`src/tpr_pkg.sv`:
```
// ----------------------------------------------------------------------------
// tpr_pkg
// Types, sizes and instruction words of the Thumb peephole rewriter.
// ----------------------------------------------------------------------------
package tpr_pkg;

  localparam int STORE_DEPTH    = 1024;
  localparam int PATTERN_LENGTH = 4;
  localparam int ADDR_W         = $clog2(STORE_DEPTH);
  localparam int CNT_W          = $clog2(STORE_DEPTH + 1);
  localparam int HW_W           = 16;
  localparam int IDX_W          = 10;
  localparam int LEN_W          = 11;

  localparam logic MODE_APPEND = 1'b0;
  localparam logic MODE_READ   = 1'b1;

  localparam logic [HW_W-1:0] W_MOV_R0_R7 = 16'h4638;
  localparam logic [HW_W-1:0] W_PUSH_R0   = 16'hb401;
  localparam logic [HW_W-1:0] W_MOVS_R0   = 16'h2000;
  localparam logic [HW_W-1:0] W_POP_R3    = 16'hbc08;
  localparam logic [HW_W-1:0] IMM_MASK    = 16'hff00;
  localparam logic [HW_W-1:0] W_MOV_R3_R7 = 16'h463b;

  typedef struct packed {
    logic             mode;
    logic [HW_W-1:0]  halfword;
    logic [IDX_W-1:0] read_index;
  } in_t;

  typedef struct packed {
    logic [LEN_W-1:0] stream_length;
    logic [HW_W-1:0]  read_data;
    logic             rewrote;
    logic             error_flag;
  } out_t;

  typedef struct packed {
    logic first;
    logic second;
  } cap_t;

endpackage

```
`src/tpr_matcher.sv`:
```
// ----------------------------------------------------------------------------
// tpr_matcher
// Collects the three words ahead of a pop and compares them with the pattern.
// ----------------------------------------------------------------------------
module tpr_matcher (
  input  logic                    clk,
  input  tpr_pkg::cap_t           cap,
  input  logic [tpr_pkg::HW_W-1:0] rd_data,
  output logic                    hit,
  output logic [7:0]              imm
);

  logic [tpr_pkg::HW_W-1:0] w0;
  logic [tpr_pkg::HW_W-1:0] w1;

  always_ff @(posedge clk) begin
    if (cap.first) begin
      w0 <= rd_data;
    end
    if (cap.second) begin
      w1 <= rd_data;
    end
  end

  assign hit = (w0 == tpr_pkg::W_MOV_R0_R7) && (w1 == tpr_pkg::W_PUSH_R0) &&
               ((rd_data & tpr_pkg::IMM_MASK) ==
                (tpr_pkg::W_MOVS_R0 & tpr_pkg::IMM_MASK));
  assign imm = rd_data[7:0];

endmodule

```
`config.mk`:
```
export PLATFORM = sky130hd
export DESIGN_NAME = tpr_matcher
export DESIGN_NICKNAME = d
export VERILOG_FILES = /design/src/tpr_pkg.sv /design/src/tpr_matcher.sv
export SDC_FILE = /design/constraint.sdc
export NUM_CORES = 1
export LEC_CHECK = 0
export BUFFER_PORTS_ARGS = -buffer_cell sky130_fd_sc_hd__buf_4
export CAP_MARGIN = 40
export CORE_MARGIN = 4
export CORE_UTILIZATION = 54
export DETAILED_ROUTE_END_ITERATION = 12
export PLACE_DENSITY_LB_ADDON = 0.15
export SYNTH_ARGS = -nofsm -noshare
export SYNTH_HDL_FRONTEND = slang
export SYNTH_SLANG_ARGS = --single-unit
```
`constraint.sdc`:
```
create_clock -name clk -period 1.5 [get_ports clk]
set_input_delay 0.075 -clock clk [delete_from_list [all_inputs] [get_ports clk]]
set_output_delay 0.075 -clock clk [all_outputs]
set_load 0.1 [all_outputs]
```
== Yosys cells after proc, flatten, opt, wreduce, memory -nomap -nowiden ==
Index checks and enable logic that the tools add are counted.

* Register bits after elaboration: 32
* Input bits: 19

* Equal/unequal tests: 3
* Reductions and logical operators: 2

{| class="wikitable"
|+ Operators with widths
! kind !! count
|-
| == test 16 x 15 -> 1 bit (second input constant) || 1
|-
| == test 16 bit (second input constant) || 1
|-
| == test 8 x 6 -> 1 bit (second input constant) || 1
|-
| logical AND 1 bit || 2
|}

== Depth between registers and ports, before layout ==
* Word-level depth: 3
* Depth in mapped cells: 3
* Gate-level depth less buffers: 3

== Worst setup path before layout ==
Ideal clock, no wire load.

* Kind: reg2out
* From: register w1[9] (netlist name)
* To: output port hit
* Arrival time: 2.510 ns
* Slack: -1.085 ns
* Cell stages (with the launch flop): 4
* Path buffers: 0
* Cell sequence: edfxtp_1 -> nor4_2 -> nand4_1 -> nor4_2

* Word-level cells in the longest chain between the ends: 3

{| class="wikitable"
|+ Ends and longest elaborated chain
! element !! RTL line !! text
|-
| start, declared || tpr_matcher.sv:14 || <nowiki>logic [tpr_pkg::HW_W-1:0] w1;</nowiki>
|-
| start signal, assigned || tpr_matcher.sv:21 || <nowiki>w1 <= rd_data;</nowiki>
|-
| == test 16 bit || tpr_matcher.sv:25 || <nowiki>assign hit = (w0 == tpr_pkg::W_MOV_R0_R7) && (w1 == tpr_pkg::W_PUSH_R0) &&</nowiki>
|-
| logical AND 1 bit (2 in series) || tpr_matcher.sv:25 ||
|-
| end, declared || tpr_matcher.sv:9 || <nowiki>output logic hit,</nowiki>
|}

No other way between the ends.

== Worst setup path in the final report ==
* From: register w1[8] (netlist name)
* To: output port hit

The elaborated chain is that of the path after synthesis.

==> metrics.log <==
INFO  metric filler_cell_count = around 120
INFO  metric outcome = finished with violations
INFO  metric rows = 16
INFO  metric most-common-layout-cells = edfxtp_1 (32), buf_4 (26), dlygate4sd3_1 (16)
INFO  metric endpoint_kind = primary output
INFO  metric mostFrequentLayoutCell = edfxtp_1
INFO  metric grt_antenna_before_repair = 0
INFO  metric routed_vias = 668
INFO  metric power_density = between 1000 and 1500 mW/mm²
INFO  metric detail_route.drc_violations = 0
INFO  metric whs = ~0.12 ns
INFO  metric synth_sequential_area_ratio = 0.829
INFO  metric post-place-ws = -0.00342 ns
INFO  metric synthDistinctLibCells = 11
INFO  metric final-max-slew-violation-count = 0
INFO  metric yosys_warnings = 0
INFO  metric ctsRootBufferMaster = clkbuf_4
INFO  metric yosysTopAreaCell = edfxtp_1
INFO  metric gr-total-overflow = 0
INFO  metric timing.critical_path.from_type = register
INFO  metric synth.top_cell.area_share = 0.829
INFO  metric finalSetupTns = -0.325 ns
INFO  metric area.sequential = roughly 960 µm²
INFO  metric power.leakage = roughly 0.58 nW
INFO  metric cts_tree = built
INFO  metric chip_width = between 50 and 60 µm
INFO  metric clk_transition_reported_paths = 0.09 ns
INFO  metric crit_type = register to primary output
INFO  metric ys_ff_latch = 32
INFO  metric achievable-frequency = about 550 MHz
INFO  metric synth_top_cells_by_area = edfxtp_1 (83%), buf_4 (5.2%), nor4b_2 (2.6%), and4bb_2 (2.2%), nor4_2 (2.2%)
INFO  metric place.gp.congestion = roughly 0.74
INFO  metric synthesis.instances = 55
INFO  metric final_period_util = 1.22
INFO  metric hold_violations = 0
INFO  metric min_period = 1.82 ns
INFO  metric timing.critical_path.arrival = roughly 1.8 ns
INFO  metric placeableCoreArea = between 0.002 and 0.0025 mm²
INFO  metric port_buffers = 27
INFO  metric die_area = 0.00295 mm²
INFO  metric hold_removal_path_class = input pin to register
INFO  metric max_vdd_drop = 0.000816 V
INFO  metric detail_route.first_pass.iterations = 3
INFO  metric finalCoreUtilization = 0.785
INFO  metric detail_route.wl_per_cell = about 18 µm
INFO  metric clock_sink_count = 32
INFO  metric cts_buffers = 5
INFO  metric violations = negative setup slack
INFO  metric initial_util = 0.579
INFO  metric clk_path_buf_depth = 2
INFO  metric area_growth_from_synthesis_to_layout = 35.6%
INFO  metric worst_pin_slew = roughly 0.35 ns
INFO  metric fin_total_pwr = between 1.5 and 2 mW
INFO  metric slew_headroom = 0.763
INFO  metric syn-cell-area = 0.00116 mm²
INFO  metric antenna_left = 0
INFO  metric htreeDepth = 2
INFO  metric area_taken_by_multi_input_logic_gates = approximately 160 µm²
INFO  metric grt_pass1_wl = between 3000 and 4000 µm
INFO  metric synthesized_nets = 74
INFO  metric avgViaCountPerCell = between 5 and 6
INFO  metric grt_setup_unrepaired = yes
INFO  metric n_antenna_cell = 0
INFO  metric final-setup-viol-count = 1
INFO  metric design.portCount = 28
INFO  metric die_h = around 54 µm
INFO  metric drt-total-wl = about 2300 µm
INFO  metric maxCapViolations = 0
INFO  metric grt_max_degree = 17
INFO  metric final_net_count = 116
INFO  metric critPathMaxFanout = 1
INFO  metric post-route-worst-setup-slack = -0.325 ns
INFO  metric final_layout_size_suffix_gt1_frac = 0.398
INFO  metric first_global_vias = 690
INFO  metric first_iter_violations = 11
INFO  metric required = roughly 1.4 ns
INFO  metric syn_area_per_cell = 21.1 µm²
INFO  metric track_usage = 0.178
==> synth_stat cells, drive strengths merged <==
cell     n
nand2    2
nand4    2
edfxtp  32
nor4     3
nor4b    4
nor4bb   1
and4bb   2
buf      8
nor2     1
==> power by group <==
| part | internal, mW | switching (mW) | total [mW] |
|---|---|---|---|
| Sequential | 1.06 | 0.0236 | 1.09 |
| Combinational | 0.0850 | 0.138 | 0.223 |
| Clock | 0.180 | 0.266 | 0.446 |
| Total | 1.33 | 0.428 | 1.75 |
==> metrics by stage <==
stage / instances / cell area (µm²)
after global routing: 125 / 1570
after CTS: 125 / 1560
after global placement: 101 / 1350
final: 125 / 1570
after floorplan: 55 / 1170
after detailed placement: 101 / 1350
==> flip-flops by register name (all words and copies together), names as in the netlist <==
name / flops
w1: 16
w0: 16
==> area by class of cell <==
type                       instances  area share
sequential                        32       0.611
timing repair buffer              43       0.233
multi-input combinational         15       0.103
clock buffer                       7      0.0287
tap                               27      0.0215
clock inverter                     1     0.00239
==> worst max-delay path, stage by stage (launching register included) <==
cell,delay (ns)
edfxtp_1,0.39
and4bb_2,0.31
nand4_1,0.16
nor4_4,0.31
buf_6,0.26
==> routing by layer <==
layer,vias up,track usage,wire length (µm)
li1,302,-,-
met1,329,0.199,845
met2,31,0.301,1250
met3,6,0.0708,144
met4,0,0.0747,36
met5,-,0,0
==> timing repair <==
item                       in CTS  in global routing
hold buffers                   16                  0
buffers inserted                0                  0
setup endpoints to repair       1                  1
hold endpoints to repair       32                  0
pin swaps                       0                  5
resized for setup               1                  1
==> cells by family after synthesis <==
kind of cell           Yosys count  share of synthesized area
DFF                             32                      0.829
buffers and inverters            8                     0.0518
and+or+nand+nor                 15                      0.119
==> worst paths after layout <==
kind | endpoint | from | cells after the start
max | hit | w1[8]$_DFFE_PP_ | 4
min | w0[7]$_DFFE_PP_ | cap[1] | 1
Note: power is estimated with default switching activity, not from simulation.
